### config.mk
export PLATFORM = sky130hd
export DESIGN_NAME = radio_link_handshake_fsm_unit
export DESIGN_NICKNAME = d
export VERILOG_FILES = /design/src/sv/rlh_pkg.sv /design/src/sv/radio_link_handshake_fsm_unit.sv /design/src/sv/rlh_front.sv /design/src/sv/rlh_engine.sv /design/src/sv/rlh_outq.sv
export SDC_FILE = /design/constraint.sdc
export NUM_CORES = 1
export LEC_CHECK = 0
export ABC_CLOCK_PERIOD_IN_PS = 7000
export BUFFER_PORTS_ARGS = -buffer_cell sky130_fd_sc_hd__buf_2
export CAP_MARGIN = 20
export CORE_ASPECT_RATIO = 0.8
export CORE_UTILIZATION = 42
export CTS_CLUSTER_SIZE = 10
export DETAILED_ROUTE_END_ITERATION = 8
export GPL_ROUTABILITY_DRIVEN = 0
export PLACE_DENSITY = 0.58
export REMOVE_ABC_BUFFERS = 1
export SLEW_MARGIN = 0
export SYNTH_ARGS = -nofsm -noshare
export SYNTH_HDL_FRONTEND = slang
export SYNTH_HIERARCHICAL = 1
export SYNTH_SLANG_ARGS = --single-unit
### constraint.sdc
create_clock -name clk -period 7 [get_ports clk]
set_clock_uncertainty 0.1 [all_clocks]
set_input_delay 1.05 -clock clk [delete_from_list [all_inputs] [get_ports clk]]
set_output_delay 1.05 -clock clk [all_outputs]
set_load 0.005 [all_outputs]
### src/sv/rlh_pkg.sv
// ------------------------------------------------------------------------
// rlh_pkg
// types and constants shared by the link handshake modules
// ------------------------------------------------------------------------
package rlh_pkg;

	typedef enum logic [2:0] {
		PH_DISC      = 3'd0,
		PH_INIT      = 3'd1,
		PH_LISTEN    = 3'd2,
		PH_CONNECT   = 3'd3,
		PH_CONNECTED = 3'd4,
		PH_CHECK     = 3'd5,
		PH_REPLY     = 3'd6,
		PH_PINGED    = 3'd7
	} phase_t;

	typedef enum logic [1:0] {
		MT_INIT  = 2'd0,
		MT_PING  = 2'd1,
		MT_PONG  = 2'd2,
		MT_OTHER = 2'd3
	} msg_type_t;

	typedef enum logic [1:0] {
		EV_NONE   = 2'd0,
		EV_MASTER = 2'd1,
		EV_SLAVE  = 2'd2
	} conn_event_t;

	typedef enum logic [1:0] {
		CFG_ACK_TIMEOUT     = 2'd0,
		CFG_OK_TIMEOUT      = 2'd1,
		CFG_PING_INTERVAL   = 2'd2,
		CFG_PING_MISS_LIMIT = 2'd3
	} cfg_index_t;

	localparam int CFG_DATA_W = 16;

	// control frame payloads
	localparam logic [15:0] CONN_PAYLOAD = 16'h51A4;
	localparam logic [15:0] ACK_PAYLOAD  = 16'hAC40;
	localparam logic [15:0] OK_PAYLOAD   = 16'hC055;

	// register reset values and the miss counter ceiling
	localparam logic [15:0] ACK_TIMEOUT_RST   = 16'd500;
	localparam logic [15:0] OK_TIMEOUT_RST    = 16'd500;
	localparam logic [15:0] PING_INTERVAL_RST = 16'd2000;
	localparam logic [7:0]  PING_MISS_RST     = 8'd3;
	localparam logic [7:0]  MISS_MAX          = 8'hFF;

	typedef struct packed {
		logic [15:0] ack_timeout_ms;
		logic [15:0] ok_timeout_ms;
		logic [15:0] ping_interval_ms;
		logic [7:0]  ping_miss_limit;
	} cfg_t;

	typedef struct packed {
		logic        arrival;
		logic        droppable;
		logic [31:0] now_ms;
		msg_type_t   msg_type;
		logic [31:0] msg_payload;
		logic [11:0] listen_draw;
	} item_t;

	typedef struct packed {
		logic        tx_valid;
		msg_type_t   tx_type;
		logic [31:0] tx_payload;
		phase_t      link_state;
		logic        role;
		conn_event_t connect_event;
		logic        show_valid;
		logic [31:0] show_payload;
	} result_t;

endpackage

### src/sv/radio_link_handshake_fsm_unit.sv
// ------------------------------------------------------------------------
// radio_link_handshake_fsm_unit
// peer link handshake: role negotiation, keep-alive and message buffering
// ------------------------------------------------------------------------
// usage
//  input channel: a transaction is taken on a clock edge with push high and
//   full low; mode selects a poll step or a message arrival, and every
//   transaction carries the current millisecond time
//  result channel: while empty is low the oldest result sits on the result
//   ports; it is taken on an edge with pop high; each input gives one result
//  configuration: cfg_wr_en, cfg_index and cfg_data write one register per
//   edge; the user must write only while no transaction is in flight, since
//   the block itself does not enforce it
//  path: a taken transaction is held in the input queue, the combinational
//   engine steps it and the result is stored in the result queue for pop
//  throughput: one transaction per cycle while the result queue has room;
//   the input and result queues let either side stall on its own
//  stall: when the consumer stops popping the result queue fills, the engine
//   holds and then the input queue fills and raises full
//  reset: asynchronous, active low; both queues empty, link disconnected,
//   role master, registers back to their reset values
// ------------------------------------------------------------------------
module radio_link_handshake_fsm_unit import rlh_pkg::*; #(
	parameter int IN_DEPTH  = 2,
	parameter int OUT_DEPTH = 2
) (
	input  logic                  clk,
	input  logic                  arst_n,
	// configuration
	input  logic                  cfg_wr_en,
	input  logic [1:0]            cfg_index,
	input  logic [CFG_DATA_W-1:0] cfg_data,
	// input queue side
	input  logic                  push,
	output logic                  full,
	input  logic                  mode,
	input  logic [31:0]           now_ms,
	input  logic [1:0]            msg_type,
	input  logic [31:0]           msg_payload,
	input  logic [11:0]           listen_draw,
	// result queue side
	output logic                  empty,
	input  logic                  pop,
	output logic                  tx_valid,
	output logic [1:0]            tx_type,
	output logic [31:0]           tx_payload,
	output logic [2:0]            link_state,
	output logic                  role,
	output logic [1:0]            connect_event,
	output logic                  show_valid,
	output logic [31:0]           show_payload
);

	cfg_t    cfg_q;
	logic    item_valid;
	item_t   item;
	logic    take;
	logic    res_valid;
	logic    res_full;
	result_t res;
	result_t head;

	// configuration registers, written directly by index
	always_ff @(posedge clk or negedge arst_n) begin
		if (!arst_n) begin
			cfg_q.ack_timeout_ms   <= ACK_TIMEOUT_RST;
			cfg_q.ok_timeout_ms    <= OK_TIMEOUT_RST;
			cfg_q.ping_interval_ms <= PING_INTERVAL_RST;
			cfg_q.ping_miss_limit  <= PING_MISS_RST;
		end else if (cfg_wr_en) begin
			case (cfg_index_t'(cfg_index))
				CFG_ACK_TIMEOUT:     cfg_q.ack_timeout_ms   <= cfg_data;
				CFG_OK_TIMEOUT:      cfg_q.ok_timeout_ms    <= cfg_data;
				CFG_PING_INTERVAL:   cfg_q.ping_interval_ms <= cfg_data;
				CFG_PING_MISS_LIMIT: cfg_q.ping_miss_limit  <= cfg_data[7:0];
				default:             cfg_q                  <= cfg_q;
			endcase
		end
	end

	// front: accept and tag transactions
	rlh_front #(
		.DEPTH(IN_DEPTH)
	) u_front (
		.clk        (clk),
		.arst_n     (arst_n),
		.push       (push),
		.mode       (mode),
		.now_ms     (now_ms),
		.msg_type   (msg_type),
		.msg_payload(msg_payload),
		.listen_draw(listen_draw),
		.full       (full),
		.item_valid (item_valid),
		.item       (item),
		.take       (take)
	);

	// back: the handshake state machine
	rlh_engine u_engine (
		.clk       (clk),
		.arst_n    (arst_n),
		.cfg       (cfg_q),
		.item_valid(item_valid),
		.item      (item),
		.take      (take),
		.res_full  (res_full),
		.res_valid (res_valid),
		.res       (res)
	);

	// results wait here for the consumer
	rlh_outq #(
		.DEPTH(OUT_DEPTH)
	) u_outq (
		.clk   (clk),
		.arst_n(arst_n),
		.push  (res_valid),
		.din   (res),
		.full  (res_full),
		.empty (empty),
		.pop   (pop),
		.dout  (head)
	);

	// unpack the head of the result queue
	assign tx_valid      = head.tx_valid;
	assign tx_type       = head.tx_type;
	assign tx_payload    = head.tx_payload;
	assign link_state    = head.link_state;
	assign role          = head.role;
	assign connect_event = head.connect_event;
	assign show_valid    = head.show_valid;
	assign show_payload  = head.show_payload;

endmodule

### src/sv/rlh_front.sv
// ------------------------------------------------------------------------
// rlh_front
// input queue: accepts transactions, tags them and holds them for the engine
// ------------------------------------------------------------------------
module rlh_front import rlh_pkg::*; #(
	parameter int DEPTH = 2
) (
	input  logic        clk,
	input  logic        arst_n,
	input  logic        push,
	input  logic        mode,
	input  logic [31:0] now_ms,
	input  logic [1:0]  msg_type,
	input  logic [31:0] msg_payload,
	input  logic [11:0] listen_draw,
	output logic        full,
	output logic        item_valid,
	output item_t       item,
	input  logic        take
);

	localparam int IDX_W = $clog2(DEPTH);
	localparam int CNT_W = $clog2(DEPTH + 1);

	item_t             entry_q [DEPTH];
	logic [IDX_W-1:0]  wr_ptr_q;
	logic [IDX_W-1:0]  rd_ptr_q;
	logic [CNT_W-1:0]  count_q;
	logic              do_push;
	logic              do_pop;
	item_t             cls_item;

	function automatic logic [IDX_W-1:0] ptr_inc(input logic [IDX_W-1:0] p);
		logic [IDX_W-1:0] r;
		if (p == IDX_W'(DEPTH - 1)) begin
			r = '0;
		end else begin
			r = p + IDX_W'(1);
		end
		return r;
	endfunction

	// classification
	always_comb begin
		cls_item.arrival     = mode;
		cls_item.droppable   = (msg_type_t'(msg_type) == MT_PING) ||
		                       (msg_type_t'(msg_type) == MT_PONG);
		cls_item.now_ms      = now_ms;
		cls_item.msg_type    = msg_type_t'(msg_type);
		cls_item.msg_payload = msg_payload;
		cls_item.listen_draw = listen_draw;
	end

	assign full       = (count_q == CNT_W'(DEPTH));
	assign item_valid = (count_q != '0);
	assign item       = entry_q[rd_ptr_q];
	assign do_push    = push && !full;
	assign do_pop     = take && item_valid;

	always_ff @(posedge clk) begin
		if (do_push) begin
			entry_q[wr_ptr_q] <= cls_item;
		end
	end

	always_ff @(posedge clk or negedge arst_n) begin
		if (!arst_n) begin
			wr_ptr_q <= '0;
			rd_ptr_q <= '0;
			count_q  <= '0;
		end else begin
			if (do_push) begin
				wr_ptr_q <= ptr_inc(wr_ptr_q);
			end
			if (do_pop) begin
				rd_ptr_q <= ptr_inc(rd_ptr_q);
			end
			if (do_push && !do_pop) begin
				count_q <= count_q + CNT_W'(1);
			end else if (!do_push && do_pop) begin
				count_q <= count_q - CNT_W'(1);
			end
		end
	end

endmodule

### src/sv/rlh_engine.sv
// ------------------------------------------------------------------------
// rlh_engine
// handshake state machine: while the result queue has room, one queued transaction is carried out per cycle
// ------------------------------------------------------------------------
module rlh_engine import rlh_pkg::*; (
	input  logic    clk,
	input  logic    arst_n,
	input  cfg_t    cfg,
	input  logic    item_valid,
	input  item_t   item,
	output logic    take,
	input  logic    res_full,
	output logic    res_valid,
	output result_t res
);

	phase_t      phase_q, phase_d;
	logic        role_q, role_d;
	logic [31:0] entry_q, entry_d;
	logic [11:0] win_q, win_d;
	logic [7:0]  miss_q, miss_d;
	logic        hv_q, hv_d;
	msg_type_t   ht_q, ht_d;
	logic [31:0] hp_q, hp_d;

	logic [31:0] elapsed;
	logic        held_ctrl;
	logic        is_ack;
	logic        is_conn;
	logic        is_ok;
	logic        held_moves;
	logic        ack_late;
	logic        ok_late;
	logic        win_late;
	logic        ping_due;
	logic        miss_over;

	assign take      = item_valid && !res_full;
	assign res_valid = take;

	assign elapsed    = item.now_ms - entry_q;
	assign held_ctrl  = hv_q && (ht_q == MT_INIT) && (hp_q[31:16] == 16'h0000);
	assign is_ack     = held_ctrl && (hp_q[15:0] == ACK_PAYLOAD);
	assign is_conn    = held_ctrl && (hp_q[15:0] == CONN_PAYLOAD);
	assign is_ok      = held_ctrl && (hp_q[15:0] == OK_PAYLOAD);
	assign held_moves = hv_q && ((ht_q == MT_PING) || (ht_q == MT_PONG) || is_conn);
	assign ack_late   = elapsed > {16'h0000, cfg.ack_timeout_ms};
	assign ok_late    = elapsed > {16'h0000, cfg.ok_timeout_ms};
	assign win_late   = elapsed > {20'h00000, win_q};
	assign ping_due   = elapsed > {16'h0000, cfg.ping_interval_ms};
	assign miss_over  = miss_q > cfg.ping_miss_limit;

	// next state
	always_comb begin
		phase_d = phase_q;
		role_d  = role_q;
		entry_d = entry_q;
		win_d   = win_q;
		miss_d  = miss_q;
		hv_d    = hv_q;
		ht_d    = ht_q;
		hp_d    = hp_q;
		if (item.arrival) begin
			if (!hv_q) begin
				hv_d = 1'b1;
				ht_d = item.msg_type;
				hp_d = item.msg_payload;
			end else if (!item.droppable) begin
				ht_d = item.msg_type;
				hp_d = item.msg_payload;
			end
		end else begin
			case (phase_q)
				PH_DISC: begin
					phase_d = PH_INIT;
					entry_d = item.now_ms;
				end
				PH_INIT: begin
					if (is_ack) begin
						hv_d    = 1'b0;
						role_d  = 1'b0;
						phase_d = PH_CONNECTED;
						entry_d = item.now_ms;
					end else if (ack_late) begin
						win_d   = item.listen_draw;
						phase_d = PH_LISTEN;
						entry_d = item.now_ms;
					end
				end
				PH_LISTEN: begin
					// a fresh entry time never beats the window
					if (is_conn) begin
						hv_d    = 1'b0;
						phase_d = PH_CONNECT;
						entry_d = item.now_ms;
					end else if (win_late) begin
						phase_d = PH_DISC;
						entry_d = item.now_ms;
					end
				end
				PH_CONNECT: begin
					if (is_ok) begin
						hv_d    = 1'b0;
						role_d  = 1'b1;
						phase_d = PH_CONNECTED;
						entry_d = item.now_ms;
					end else if (ok_late) begin
						phase_d = PH_LISTEN;
						entry_d = item.now_ms;
					end
				end
				PH_CONNECTED: begin
					if (hv_q) begin
						if (ht_q == MT_PING) begin
							phase_d = PH_PINGED;
						end else if (ht_q == MT_PONG) begin
							phase_d = PH_REPLY;
						end else if (is_conn) begin
							phase_d = PH_LISTEN;
						end else begin
							hv_d = 1'b0;
						end
					end
					if (held_moves) begin
						entry_d = item.now_ms;
					end
					if (!role_q && !held_moves && ping_due) begin
						phase_d = PH_CHECK;
						entry_d = item.now_ms;
					end
					if (miss_over) begin
						miss_d  = '0;
						phase_d = PH_DISC;
						entry_d = item.now_ms;
					end
				end
				PH_CHECK: begin
					ht_d = MT_PING;
					hp_d = item.now_ms;
					if (miss_q != MISS_MAX) begin
						miss_d = miss_q + 8'd1;
					end
					phase_d = PH_CONNECTED;
					entry_d = item.now_ms;
				end
				PH_REPLY: begin
					if (hv_q && (ht_q == MT_PONG)) begin
						hv_d = 1'b0;
					end
					miss_d  = '0;
					phase_d = PH_CONNECTED;
					entry_d = item.now_ms;
				end
				PH_PINGED: begin
					if (hv_q && (ht_q == MT_PING)) begin
						ht_d = MT_PONG;
						hv_d = 1'b0;
					end
					phase_d = PH_CONNECTED;
					entry_d = item.now_ms;
				end
				default: begin
					phase_d = PH_DISC;
				end
			endcase
		end
	end

	// result
	always_comb begin
		res.tx_valid      = 1'b0;
		res.tx_type       = MT_INIT;
		res.tx_payload    = '0;
		res.link_state    = phase_d;
		res.role          = role_d;
		res.connect_event = EV_NONE;
		res.show_valid    = 1'b0;
		res.show_payload  = '0;
		if (!item.arrival) begin
			case (phase_q)
				PH_DISC: begin
					res.tx_valid   = 1'b1;
					res.tx_payload = {16'h0000, CONN_PAYLOAD};
				end
				PH_INIT: begin
					if (is_ack) begin
						res.tx_valid      = 1'b1;
						res.tx_payload    = {16'h0000, OK_PAYLOAD};
						res.connect_event = EV_MASTER;
					end
				end
				PH_LISTEN: begin
					if (is_conn) begin
						res.tx_valid   = 1'b1;
						res.tx_payload = {16'h0000, ACK_PAYLOAD};
					end
				end
				PH_CONNECT: begin
					if (is_ok) begin
						res.connect_event = EV_SLAVE;
					end
				end
				PH_CONNECTED: begin
					if (hv_q && !held_moves) begin
						res.show_valid   = 1'b1;
						res.show_payload = hp_q;
					end
				end
				PH_CHECK: begin
					res.tx_valid   = 1'b1;
					res.tx_type    = MT_PING;
					res.tx_payload = item.now_ms;
				end
				PH_PINGED: begin
					if (hv_q && (ht_q == MT_PING)) begin
						res.tx_valid   = 1'b1;
						res.tx_type    = MT_PONG;
						res.tx_payload = hp_q;
					end
				end
				default: begin
					res.tx_valid = 1'b0;
				end
			endcase
		end
	end

	always_ff @(posedge clk or negedge arst_n) begin
		if (!arst_n) begin
			phase_q <= PH_DISC;
			role_q  <= 1'b0;
			entry_q <= '0;
			win_q   <= '0;
			miss_q  <= '0;
			hv_q    <= 1'b0;
			ht_q    <= MT_INIT;
			hp_q    <= '0;
		end else if (take) begin
			phase_q <= phase_d;
			role_q  <= role_d;
			entry_q <= entry_d;
			win_q   <= win_d;
			miss_q  <= miss_d;
			hv_q    <= hv_d;
			ht_q    <= ht_d;
			hp_q    <= hp_d;
		end
	end

endmodule

### src/sv/rlh_outq.sv
// ------------------------------------------------------------------------
// rlh_outq
// result queue between the engine and the consumer
// ------------------------------------------------------------------------
module rlh_outq import rlh_pkg::*; #(
	parameter int DEPTH = 2
) (
	input  logic    clk,
	input  logic    arst_n,
	input  logic    push,
	input  result_t din,
	output logic    full,
	output logic    empty,
	input  logic    pop,
	output result_t dout
);

	localparam int IDX_W = $clog2(DEPTH);
	localparam int CNT_W = $clog2(DEPTH + 1);

	result_t          slot_q [DEPTH];
	logic [IDX_W-1:0] wr_ptr_q;
	logic [IDX_W-1:0] rd_ptr_q;
	logic [CNT_W-1:0] count_q;
	logic             do_push;
	logic             do_pop;

	function automatic logic [IDX_W-1:0] ptr_inc(input logic [IDX_W-1:0] p);
		logic [IDX_W-1:0] r;
		if (p == IDX_W'(DEPTH - 1)) begin
			r = '0;
		end else begin
			r = p + IDX_W'(1);
		end
		return r;
	endfunction

	assign full    = (count_q == CNT_W'(DEPTH));
	assign empty   = (count_q == '0);
	assign dout    = slot_q[rd_ptr_q];
	assign do_push = push && !full;
	assign do_pop  = pop && !empty;

	always_ff @(posedge clk) begin
		if (do_push) begin
			slot_q[wr_ptr_q] <= din;
		end
	end

	always_ff @(posedge clk or negedge arst_n) begin
		if (!arst_n) begin
			wr_ptr_q <= '0;
			rd_ptr_q <= '0;
			count_q  <= '0;
		end else begin
			if (do_push) begin
				wr_ptr_q <= ptr_inc(wr_ptr_q);
			end
			if (do_pop) begin
				rd_ptr_q <= ptr_inc(rd_ptr_q);
			end
			if (do_push && !do_pop) begin
				count_q <= count_q + CNT_W'(1);
			end else if (!do_push && do_pop) begin
				count_q <= count_q - CNT_W'(1);
			end
		end
	end

endmodule

# Word level (Yosys, flattened, before mapping)
# Memories as Yosys holds them, arrays and structs flattened.
# Cells that the tools add are included.
# totals
memories,2
output_inout_bits,76
input_bits,102
ramBits,308
reg_bits,155
# classes
eq_ne,32
n_lt_le_gt_ge,5
add_sub_neg,10
n_bitwise,2
n_reduce_logical,57
muxes,77
# memory_table
memory,words,width,read_ports,rd_clocked_by_memory_dff,write_ports,line,source
u_front.entry_q,2,80,1,0,1,rlh_front.sv:25,item_t entry_q [DEPTH];
u_outq.slot_q,2,74,1,0,1,rlh_outq.sv:21,result_t slot_q [DEPTH];
# ops
operator,n
32-bit 2-to-1 mux,13
32-bit one-hot mux with 5 select lines,2
35-bit 2-to-1 mux,3
32-bit by 16-bit greater-than comparator with 1-bit output,3
33-bit 2-to-1 mux,2
3-bit 2-to-1 mux,13
"16-bit equality test, second input constant",2
32-bit by 12-bit greater-than comparator with 1-bit output,1
16-bit 2-to-1 mux,2
32-bit subtractor,1
"3-bit by 1-bit != test with 1-bit output, second input constant",8
8-bit one-hot mux with 3 select lines,1
1-bit 2-to-1 mux,23
1-bit logical AND,20
2-bit 2-to-1 mux,9
3-bit one-hot mux with 6 select lines,1
"16-bit by 15-bit equality test with 1-bit output, second input constant",1
16-bit zero test,1
8-bit 2-to-1 mux,2
"2-bit equality test, second input constant",6
"3-bit equality test, second input constant",4
2-bit one-hot mux with 2 select lines,3
5-bit AND reduction,2
1-bit zero test,9
other kinds (30),51

# Logic depth before layout (Yosys ltp)
# Gate-level depths: netlist of the first run.
# depth
depth_word,13
mapped_depth,25

# Hierarchy
# The synthesis of the first run kept the hierarchy.
# modules_own_cells
mod,seq_area_each_um2,n_inst,cells_per_inst,area_per_inst_um2
rlh_engine,2277.2,1,1094,9067.4
rlh_front,4904.7,1,269,6382.4
rlh_outq,4544.4,1,249,5739.3
radio_link_handshake_fsm_unit,1426.4,1,119,2133.3

# Worst setup path after synthesis of the first run
# No wires, ideal clock.
# synth_timing
path_kind,in2reg
from,input port push
to,"memory u_front/entry_q[0][0] (netlist bit), enable pin"
setup_slack_ps,1906
path_stages,2
arrival_time_ps,4475
path_cell_list,nand2_1 > nor2_1
# synth_between
elab_chain_cells,3
# synth_lines
element,line,source
"start, declared",radio_link_handshake_fsm_unit.sv:34,"input logic push,"
1-bit logical AND,rlh_front.sv:57,assign do_push = push && !full;
1-bit 2-to-1 mux,rlh_front.sv:61,if (do_push) begin
1-bit 2-to-1 mux (implied by the code),rlh_front.sv:62,entry_q[wr_ptr_q] <= cls_item;
"end, declared",rlh_front.sv:25,
# No other way between the ends.

==> flow_summary.html, run 1 <==
<table>
<tr><th>Metric</th><th>Value</th></tr>
<tr><th colspan="2">Pwr</th></tr>
<tr><td>Pwr/cell area</td><td>565.0 nW/µm²</td></tr>
<tr><td>Worst IR Drop VDD</td><td>0.3084 mV</td></tr>
<tr><td>Standby leakage power</td><td>roughly 0.011 µW</td></tr>
<tr><td>Total power draw</td><td>14970 µW</td></tr>
<tr><th colspan="2">Synthesis</th></tr>
<tr><td>Synth Area in XOR/XNOR</td><td>0.01164</td></tr>
<tr><td>Area of the mapped netlist</td><td>23320 µm²</td></tr>
<tr><td>Share of the synthesized area in compound gates (AO/OA/AOI/OAI)</td><td>0.08278</td></tr>
<tr><td>Number of distinct library cells after synthesis</td><td>77</td></tr>
<tr><td>Top cell type's share of synthesized area</td><td>0.3966</td></tr>
<tr><td>Post-synthesis average cell area</td><td>13.47 µm²</td></tr>
<tr><td>Total of flip-flops plus latches after synthesis</td><td>~460</td></tr>
<tr><td>Combinational family with the most area after synthesis</td><td>multiplexers</td></tr>
<tr><td>Gate count after technology mapping</td><td>1731</td></tr>
<tr><td>Fraction of synthesized area in multiplexers</td><td>0.1653</td></tr>
<tr><td>Post-synth EDFFs</td><td>308</td></tr>
<tr><td>Yosys Warn Count</td><td>6</td></tr>
<tr><td>Predominant post-synthesis flop cell</td><td>edfxtp_1</td></tr>
<tr><td>Area fraction in and, or, nand and nor cells after synthesis</td><td>0.07827</td></tr>
<tr><td>Area contributors post-synth</td><td>edfxtp_1, dfrtp_1, mux2_4</td></tr>
<tr><td>Part of the Yosys area used for sequential elements</td><td>0.5639</td></tr>
<tr><td>Post-synth top area cell</td><td>edfxtp_1</td></tr>
<tr><td>Fraction of registers with async set or reset after synthesis</td><td>0.3348</td></tr>
<tr><td>Arithmetic-cell share of the synthesized area counting full adders, half adders and majority gates</td><td>0.05719</td></tr>
<tr><th colspan="2">STA</th></tr>
<tr><td>Final period demand of the worst path</td><td>6197 ps</td></tr>
<tr><td>Final-report hold violation count</td><td>0</td></tr>
<tr><td>Finish-stage setup viols</td><td>0</td></tr>
<tr><td>Portion of the clock cycle consumed by the worst path in the final layout</td><td>0.8853</td></tr>
<tr><td>Worst relative slew slack</td><td>0.3026</td></tr>
<tr><td>Unrepaired setup endpoints after global routing</td><td>false</td></tr>
<tr><td>Maximum operating frequency</td><td>approximately 160 MHz</td></tr>
<tr><td>Final Max Slew Viols</td><td>0</td></tr>
<tr><td>Slew at the pin with the worst max-slew slack</td><td>1038 ps</td></tr>
<tr><th colspan="2">Final layout</th></tr>
<tr><td>Area growth, synth to finish</td><td>13.59%</td></tr>
<tr><td>Antenna cell count</td><td>0</td></tr>
<tr><td>Register area</td><td>13160 µm²</td></tr>
<tr><td>Post-layout instance count excluding filler cells</td><td>2700</td></tr>
<tr><td>Number of nets in the layout</td><td>2124</td></tr>
<tr><td>Share of final-layout standard cells stronger than drive strength 1</td><td>0.2894</td></tr>
<tr><td>Fill cell total of the finished layout</td><td>roughly 4800</td></tr>
<tr><td>Area of combinational cells with multiple inputs</td><td>between 9000 and 10000 µm²</td></tr>
<tr><td>Most frequent cells in the layout</td><td>edfxtp_1, buf_2, mux2_4, dfrtp_1, inv_1</td></tr>
<tr><td>Commonest non-fill, non-tap cell in the layout</td><td>edfxtp_1</td></tr>
<tr><th colspan="2">CTS</th></tr>
<tr><td>Clock tree sinks</td><td>~460</td></tr>
<tr><td>Number of buffers added for setup after CTS</td><td>0</td></tr>
<tr><td>CTS hold repair buffers</td><td>0</td></tr>
<tr><td>Clock-pin slew reported for the worst setup and hold paths after clock tree synthesis</td><td>60 ps</td></tr>
<tr><td>CTS tree</td><td>yes</td></tr>
<tr><td>Number of levels in the clock H-tree</td><td>2</td></tr>
<tr><td>Cts bufs inserted</td><td>53</td></tr>
<tr><td>Cell at the root of the clock tree</td><td>clkbuf_16</td></tr>
<tr><td>Count of cells resized by post-cts repair</td><td>0</td></tr>
<tr><td>CTS max path bufs</td><td>3</td></tr>
<tr><td>Insertion delay to the later sink of the worst-skew pair</td><td>around 610 ps</td></tr>
<tr><th colspan="2">Setup path</th></tr>
<tr><td>Crit Path Max Fanout</td><td>29</td></tr>
<tr><td>Max incr delay on CP</td><td>between 700 and 800 ps</td></tr>
<tr><td>Critical Path Start Type</td><td>flop</td></tr>
<tr><td>Standard cell with the maximum stage delay on the critical path</td><td>dfrtp_4</td></tr>
<tr><td>Critical path cell sequence</td><td>buf_12, mux2_2, ha_1, and2_1, nand3_1, a21oi_1, nor2_1, o31ai_1, xor2_1, ha_1, nand4_1, nor2_1, a21oi_1, o211ai_1, a31oi_1, a31oi_1, inv_1, a221oi_1, o21ai_1, a31oi_4, buf_12, mux2_2</td></tr>
<tr><td>CP Class</td><td>reg -&gt; reg</td></tr>
<tr><td>Required time reported for the critical path endpoint</td><td>7370 ps</td></tr>
<tr><td>CP Capture Type</td><td>flop</td></tr>
<tr><td>Critical Path AT</td><td>about 6600 ps</td></tr>
<tr><th colspan="2">Status</th></tr>
<tr><td>Outcome</td><td>finished, final reports clean</td></tr>
<tr><th colspan="2">Route</th></tr>
<tr><td>Via count</td><td>14650</td></tr>
<tr><td>Number of DRC violations after detailed-routing iteration 0</td><td>1179</td></tr>
<tr><td>1st-pass router iterations</td><td>7</td></tr>
<tr><td>Via density per instance</td><td>~5.4</td></tr>
<tr><td>DR DRC count</td><td>0</td></tr>
<tr><td>Antenna viol nets, final</td><td>0</td></tr>
<tr><td>Routed wire length per instance</td><td>21.33 µm</td></tr>
<tr><td>WL final</td><td>about 58000 µm</td></tr>
<tr><th colspan="2">Die</th></tr>
<tr><td>Effective utilization at floorplan</td><td>0.4295</td></tr>
<tr><td>Number of standard-cell rows in the floorplan</td><td>76</td></tr>
<tr><td>Width of the die</td><td>265.5 µm</td></tr>
<tr><td>Die Outline Area</td><td>56480 µm²</td></tr>
<tr><td>Die height</td><td>between 200 and 250 µm</td></tr>
<tr><td>Num ports</td><td>178</td></tr>
<tr><td>Placeable core region</td><td>54300 µm²</td></tr>
<tr><th colspan="2">Placed design</th></tr>
<tr><td>Count of input and output buffers</td><td>177</td></tr>
<tr><td>Final HPWL from detailed placement</td><td>a little over 40000 µm</td></tr>
<tr><td>Placed Cells incl. Taps</td><td>around 2600</td></tr>
<tr><th colspan="2">Global routing</th></tr>
<tr><td>Global-route wire length before repair</td><td>between 80000 and 90000 µm</td></tr>
<tr><td>Vias in the first global route</td><td>14550</td></tr>
<tr><td>Gr ovfl total</td><td>0</td></tr>
<tr><td>Largest net degree at the start of global routing</td><td>65</td></tr>
<tr><td>Initial antenna violation count</td><td>1</td></tr>
<tr><td>Aggregate global-route resource usage</td><td>0.2050</td></tr>
<tr><th colspan="2">Job</th></tr>
<tr><td>Max-capacitance violation count</td><td>0</td></tr>
<tr><th colspan="2">Hold path</th></tr>
<tr><td>Hold/Removal Path Class</td><td>in -&gt; async</td></tr>
</table>
[area by class of cell]
class	instances	area share
Sequential cell	463	0.4967
Multi-Input combinational cell	1080	0.3498
Clock buffer	92	0.05596
Timing Repair Buffer	198	0.04151
Tap cell	741	0.03500
Inverter	120	0.01700
Clock inverter	6	0.004014
[routing by layer]
layer	track usage	part of all wire	routed length, µm
met1	0.2983	0.47	27120
met2	0.3073	0.43	24970
met3	0.04498	0.074	4257
met4	0.05661	0.022	1248
met5	0	0	0
[logic make-up (layout without fill, tap and decap cells)]
kind of cell | after synthesis | after routing
adder cells (fa/ha/maj) | 106 | 106
AO/OA/AOI/OAI | 306 | 306
XOR/XNOR | 31 | 31
multiplexers | 294 | 294
AND/OR/NAND/NOR | 343 | 343
buffers and inverters | 188 | 416
flip-flops | 463 | 463
[stage by stage]
step                        util  worst slack (ps)  cell area [µm²]  hold slack, ps  TNS (ps)
after CTS                 0.4879             847.1            26490           345.3         0
after global routing      0.4879             490.7            26490           379.1         0
final                     0.4879             803.2            26490           342.8         0
after floorplan                -            -894.0            22820           355.9    -30260
after global placement    0.4583             956.3            24880           376.5         0
after detailed placement  0.4587             867.6            24900           393.8         0
[sequential cells by signal, indices dropped and copies added, names as in the netlist]
signal / cells
u_engine/hv_q: 1
u_engine/win_q: 12
u_engine/ht_q: 2
u_front/rd_ptr_q: 1
u_engine/entry_q: 32
u_engine/miss_q: 8
cfg_q: 56
u_engine/hp_q: 32
u_engine/role_q: 1
u_outq/count_q: 2
u_outq/wr_ptr_q: 1
u_outq/slot_q: 148
u_front/wr_ptr_q: 1
u_engine/phase_q: 3
u_front/count_q: 2
u_outq/rd_ptr_q: 1
u_front/entry_q: 160
[power by group]
part | switching, µW | leakage (µW) | total, µW | internal (µW)
Combinational | 4430 | 0.00565 | 7770 | 3340
Sequential | 545 | 0.00475 | 4630 | 4090
Clock | 1090 | 0.000755 | 2560 | 1470
[synth_stat cells (19+ instances only)]
cell type / number
inv_1: 120
o21ai_0: 96
edfxtp_1: 308
dfstp_2: 20
mux2i_1: 38
a21o_1: 26
a22o_1: 19
a21oi_1: 78
mux2_2: 98
xnor2_1: 19
clkbuf_1: 34
ha_1: 105
mux2_4: 158
and2_1: 41
nor2_1: 65
nand4_1: 29
nand2_1: 92
dfrtp_1: 135
[worst paths after layout]
path | slack, ps | end | cells after the start | from
worst max-delay path | 800 | u_engine/entry_q[14]$_DFFE_PN0P_ | 22 | u_front/rd_ptr_q$_DFFE_PN0P_
worst min-delay path | 340 | cfg_q[35]$_DFFE_PN0P_ | 1 | arst_n
worst max register to register | 800 | u_engine/entry_q[14]$_DFFE_PN0P_ | 22 | u_front/rd_ptr_q$_DFFE_PN0P_
worst min register to register | 410 | u_engine/win_q[1]$_DFFE_PN0P_ | 1 | u_engine/win_q[1]$_DFFE_PN0P_
max in group asynchronous | 5230 | u_outq/rd_ptr_q$_DFFE_PN0P_ | 2 | arst_n
min in group clk | 410 | u_engine/win_q[1]$_DFFE_PN0P_ | 1 | u_engine/win_q[1]$_DFFE_PN0P_
[critical path: cells and delay by family, from the launching register on]
| kind | cells | cell delay (ps) |
|---|---|---|
| AOI/OAI and AO/OA | 9 | 1890 |
| DFF | 1 | 760 |
| buffers and inverters | 3 | 700 |
| adders and majority gates | 2 | 650 |
| and+or+nand+nor | 5 | 720 |
| muxes | 2 | 800 |
| xor gates and xnor gates | 1 | 400 |
No activity file was read; power rests on OpenSTA's default activity.
==> inputs of run 2 (changes only) <==
--- a/config.mk
+++ b/config.mk
@@ -7,8 +7,7 @@
 export LEC_CHECK = 0
 export ABC_CLOCK_PERIOD_IN_PS = 7000
 export BUFFER_PORTS_ARGS = -buffer_cell sky130_fd_sc_hd__buf_2
-export CAP_MARGIN = 20
-export CORE_ASPECT_RATIO = 0.8
+export CAP_MARGIN = 10
 export CORE_UTILIZATION = 42
 export CTS_CLUSTER_SIZE = 10
 export DETAILED_ROUTE_END_ITERATION = 8
==> run 2 against run 1 <==
  * Clock power rose by 2%
  * Setup slack improved by 14 ps
  * Sequential cell count did not move
  * Via count fell by 1.0%
  * Critical path depth unchanged
  * Global-route usage is 0.14 points lower
  * Hold slack improved by 51 ps
==> flow_summary.html, run 2 (synthesis gave the netlist of run 1 again) <==
<table>
<tr><th>Metric</th><th>Value</th></tr>
<tr><th colspan="2">Setup path</th></tr>
<tr><td>RR Endpoint</td><td>u_engine/entry_q[13]$_DFFE_PN0P_</td></tr>
<tr><td>CP Class</td><td>reg -&gt; reg</td></tr>
<tr><td>Start point of the critical path</td><td>u_front/rd_ptr_q$_DFFE_PN0P_</td></tr>
<tr><td>Required time reported for the critical path endpoint</td><td>7370 ps (about the same)</td></tr>
<tr><td>CP Capture Type</td><td>flop</td></tr>
<tr><td>Max incr delay on CP</td><td>700 ps (-60 ps)</td></tr>
<tr><td>Launching point of the worst reg2reg path</td><td>u_front/rd_ptr_q$_DFFE_PN0P_</td></tr>
<tr><td>Critical Path Start Type</td><td>flop</td></tr>
<tr><td>Critical Path AT</td><td>6560 ps (about the same)</td></tr>
<tr><td>Total buffers and inverters traversed by the critical path</td><td>3 (unchanged)</td></tr>
<tr><td>Reg-to-reg setup timing slack</td><td>820 ps (about the same)</td></tr>
<tr><td>Number of stages on the worst setup path</td><td>22 (unchanged)</td></tr>
<tr><td>Standard cell with the maximum stage delay on the critical path</td><td>dfrtp_4</td></tr>
<tr><td>Count of cells along the worst register-to-register path</td><td>22 (unchanged)</td></tr>
<tr><td>Crit Path Max Fanout</td><td>32 (+10%)</td></tr>
<tr><td>Top cell family by delay on the critical path</td><td>compound AO/OA/AOI/OAI gates</td></tr>
<tr><td>End point of the critical path</td><td>u_engine/entry_q[13]$_DFFE_PN0P_</td></tr>
<tr><td>Critical path cell sequence</td><td>buf_4, mux2_4, ha_1, and3_1, nand3_1, a21oi_1, nor2_1, o31ai_1, xor2_1, ha_1, nand4_1, nor2_1, a21oi_1, o211ai_1, a31oi_1, a31oi_1, inv_1, a221oi_1, o21ai_1, a31oi_4, buf_4, mux2_2</td></tr>
<tr><th colspan="2">Route</th></tr>
<tr><td>Antenna viol nets, final</td><td>0 (unchanged)</td></tr>
<tr><td>Sum of met3 wire segment lengths after detailed routing</td><td>2799 µm (-34%)</td></tr>
<tr><td>Met2 routed WL</td><td>26700 µm (+6.9%)</td></tr>
<tr><td>Number of DRC violations after detailed-routing iteration 0</td><td>1078 (-8.6%)</td></tr>
<tr><td>Routed wire length per instance</td><td>21.02 µm (-1.4%)</td></tr>
<tr><td>DR DRC count</td><td>0 (unchanged)</td></tr>
<tr><td>Wire length on met1</td><td>26390 µm (-2.7%)</td></tr>
<tr><td>Highest layer used for signal routing</td><td>met4</td></tr>
<tr><td>Via count</td><td>14500 (-1.0%)</td></tr>
<tr><td>Via density per instance</td><td>5.358 (-1.3%)</td></tr>
<tr><td>WL final</td><td>56910 µm (-1.2%)</td></tr>
<tr><td>1st-pass router iterations</td><td>6 (-1)</td></tr>
<tr><th colspan="2">Final layout</th></tr>
<tr><td>Commonest non-fill, non-tap cell in the layout</td><td>edfxtp_1</td></tr>
<tr><td>Share of final-layout standard cells stronger than drive strength 1</td><td>0.2899 (+0.0005105)</td></tr>
<tr><td>Post-layout instance count excluding filler cells</td><td>2707 (+0.26%)</td></tr>
<tr><td>Finished Cell Area</td><td>26500 µm² (about the same)</td></tr>
<tr><td>Register bank with the most flops</td><td>u_front/entry_q</td></tr>
<tr><td>Final core occ</td><td>0.4820 (-0.005947)</td></tr>
<tr><td>Antenna cell count</td><td>0 (unchanged)</td></tr>
<tr><td>Largest registers in the final layout</td><td>u_front/entry_q: 160 flops, u_outq/slot_q: 148 flops, cfg_q: 56 flops</td></tr>
<tr><td>Most frequent cells in the layout</td><td>edfxtp_1, buf_2, mux2_4, dfrtp_1, inv_1</td></tr>
<tr><td>Largest register FFs</td><td>160 (unchanged)</td></tr>
<tr><td>Area growth, synth to finish</td><td>13.63% (about the same)</td></tr>
<tr><td>Number of nets in the layout</td><td>2124 (unchanged)</td></tr>
<tr><th colspan="2">Die</th></tr>
<tr><td>Die height</td><td>237.6 µm (+12%)</td></tr>
<tr><td>Width of the die</td><td>237.6 µm (-10%)</td></tr>
<tr><td>Num ports</td><td>178 (unchanged)</td></tr>
<tr><td>Die Outline Area</td><td>56480 µm² (about the same)</td></tr>
<tr><td>Effective utilization at floorplan</td><td>0.4242 (-0.005376)</td></tr>
<tr><td>Placeable core region</td><td>54990 µm² (+1.3%)</td></tr>
<tr><td>Number of standard-cell rows in the floorplan</td><td>86 (+13%)</td></tr>
<tr><th colspan="2">Pwr</th></tr>
<tr><td>Pwr/cell area</td><td>563.3 nW/µm² (-0.30%)</td></tr>
<tr><td>Switching power</td><td>6004 µW (-1.0%)</td></tr>
<tr><td>Sequential share of power</td><td>0.311 (+0.002)</td></tr>
<tr><td>Standby leakage power</td><td>0.01116 µW (about the same)</td></tr>
<tr><td>Worst IR Drop VDD</td><td>0.2848 mV (-7.7%)</td></tr>
<tr><td>Portion of total power attributed to the clock network</td><td>0.175 (+0.004)</td></tr>
<tr><td>Internal power summed over all cells</td><td>8924 µW (+0.24%)</td></tr>
<tr><td>Share of total power consumed by net switching</td><td>0.4022 (-0.003034)</td></tr>
<tr><td>Power share of the combinational group</td><td>0.514 (-0.005)</td></tr>
<tr><th colspan="2">Global routing</th></tr>
<tr><td>Initial antenna violation count</td><td>2 (+1)</td></tr>
<tr><td>Vias in the first global route</td><td>14680 (+0.87%)</td></tr>
<tr><td>Gr ovfl total</td><td>0 (unchanged)</td></tr>
<tr><td>Aggregate global-route resource usage</td><td>0.2036 (-0.001385)</td></tr>
<tr><td>Largest net degree at the start of global routing</td><td>79 (+22%)</td></tr>
<tr><td>Global-route wire length before repair</td><td>87870 µm (-0.15%)</td></tr>
<tr><th colspan="2">CTS</th></tr>
<tr><td>CTS max path bufs</td><td>3 (unchanged)</td></tr>
<tr><td>CTS hold repair buffers</td><td>0 (unchanged)</td></tr>
<tr><td>Cts bufs inserted</td><td>54 (+1.9%)</td></tr>
<tr><td>Number of levels in the clock H-tree</td><td>2 (unchanged)</td></tr>
<tr><td>Clock tree sinks</td><td>463 (unchanged)</td></tr>
<tr><td>CTS tree</td><td>yes</td></tr>
<tr><td>Clock-pin slew reported for the worst setup and hold paths after clock tree synthesis</td><td>50 ps (about the same)</td></tr>
<tr><td>Cell at the root of the clock tree</td><td>clkbuf_16</td></tr>
<tr><td>Insertion delay to the later sink of the worst-skew pair</td><td>610 ps (about the same)</td></tr>
<tr><td>Number of buffers added for setup after CTS</td><td>0 (unchanged)</td></tr>
<tr><td>Count of cells resized by post-cts repair</td><td>0 (unchanged)</td></tr>
<tr><th colspan="2">STA</th></tr>
<tr><td>Final period demand of the worst path</td><td>6183 ps (-14.25 ps)</td></tr>
<tr><td>Final Max Slew Viols</td><td>0 (unchanged)</td></tr>
<tr><td>Unrepaired setup endpoints after global routing</td><td>false</td></tr>
<tr><td>Portion of the clock cycle consumed by the worst path in the final layout</td><td>0.8832 (-0.002036)</td></tr>
<tr><td>Final-report hold violation count</td><td>0 (unchanged)</td></tr>
<tr><td>Summed negative setup slack over all endpoints</td><td>0 ps (unchanged)</td></tr>
<tr><td>Slew at the pin with the worst max-slew slack</td><td>1171 ps (+133.0 ps)</td></tr>
<tr><td>Maximum operating frequency</td><td>161.7 MHz (+0.23%)</td></tr>
<tr><td>Worst relative slew slack</td><td>0.2132 (-0.08938)</td></tr>
<tr><td>Finish-stage setup viols</td><td>0 (unchanged)</td></tr>
<tr><th colspan="2">Placed design</th></tr>
<tr><td>Count of input and output buffers</td><td>177 (unchanged)</td></tr>
<tr><td>Final HPWL from detailed placement</td><td>40100 µm (-1.9%)</td></tr>
<tr><td>Cell area after placement</td><td>24870 µm² (-0.15%)</td></tr>
<tr><td>Placed Cells incl. Taps</td><td>2608 (+0.23%)</td></tr>
<tr><th colspan="2">Job</th></tr>
<tr><td>Max-capacitance violation count</td><td>0 (unchanged)</td></tr>
<tr><th colspan="2">Hold path</th></tr>
<tr><td>Hold/Removal Path Class</td><td>in -&gt; async</td></tr>
<tr><th colspan="2">Status</th></tr>
<tr><td>Outcome</td><td>finished, final reports clean</td></tr>
</table>
## run 2: worst min path at each step
stage               slack, ps  cells past startpoint                          endpoint
global placement          370                      1    u_front/count_q[1]$_DFFE_PN0P_
floorplan                 360                      1    u_front/count_q[1]$_DFFE_PN0P_
detailed placement        390                      1  u_engine/entry_q[27]$_DFFE_PN0P_
global route              420                      1    u_front/count_q[1]$_DFFE_PN0P_
CTS                       390                      1             cfg_q[34]$_DFFE_PN0P_
finish                    390                      1             cfg_q[35]$_DFFE_PN0P_
## run 2: layout make-up
class,instances,area [µm²]
multi-input cells,1080,9266
clock inverters,5,91.34
clock buffers,94,1543
repair buffers,197,1055
fillers,4834,28480
flip-flops and latches,463,13160
inverters,120,450.4
well taps,748,935.9
## run 2: worst register-to-register path, stage by stage, from the launching register on
cell and delay, ps:
dfrtp_4 700, buf_4 330, mux2_4 360, ha_1 400
and3_1 240, nand3_1 90, a21oi_1 270, nor2_1 130
o31ai_1 320, xor2_1 430, ha_1 210, nand4_1 120
nor2_1 200, a21oi_1 90, o211ai_1 100, a31oi_1 60
a31oi_1 180, inv_1 110, a221oi_1 290, o21ai_1 160
a31oi_4 190, buf_4 540, mux2_2 430
## run 2: metrics by stage
| step | power (µW) | setup slack [ps] | hold slack [ps] |
|---|---|---|---|
| after detailed placement | 12300 | 977.5 | 392.5 |
| after CTS | 14990 | 954.3 | 394.6 |
| after global routing | 15980 | 369.4 | 416.6 |
| after floorplan | 10010 | -894.0 | 355.9 |
| final | 14930 | 817.4 | 393.9 |
| after global placement | 12140 | 1041 | 371.3 |
## run 2: metal layers
layer | GRT usage | vias up
met5 | 0 | -
met4 | 0.04360 | 0
met3 | 0.03019 | 83
met2 | 0.3292 | 438
met1 | 0.2900 | 7197
li1 | - | 6785
## run 2: power groups by stage
stage               registers, µW  logic, µW  clock network (µW)
global placement             4660       7480                   0
detailed placement           4690       7600                   0
floorplan                    4640       5370                   0
finish                       4640       7670                2620
global route                 4750       8430                2790
CTS                          4650       7650                2690
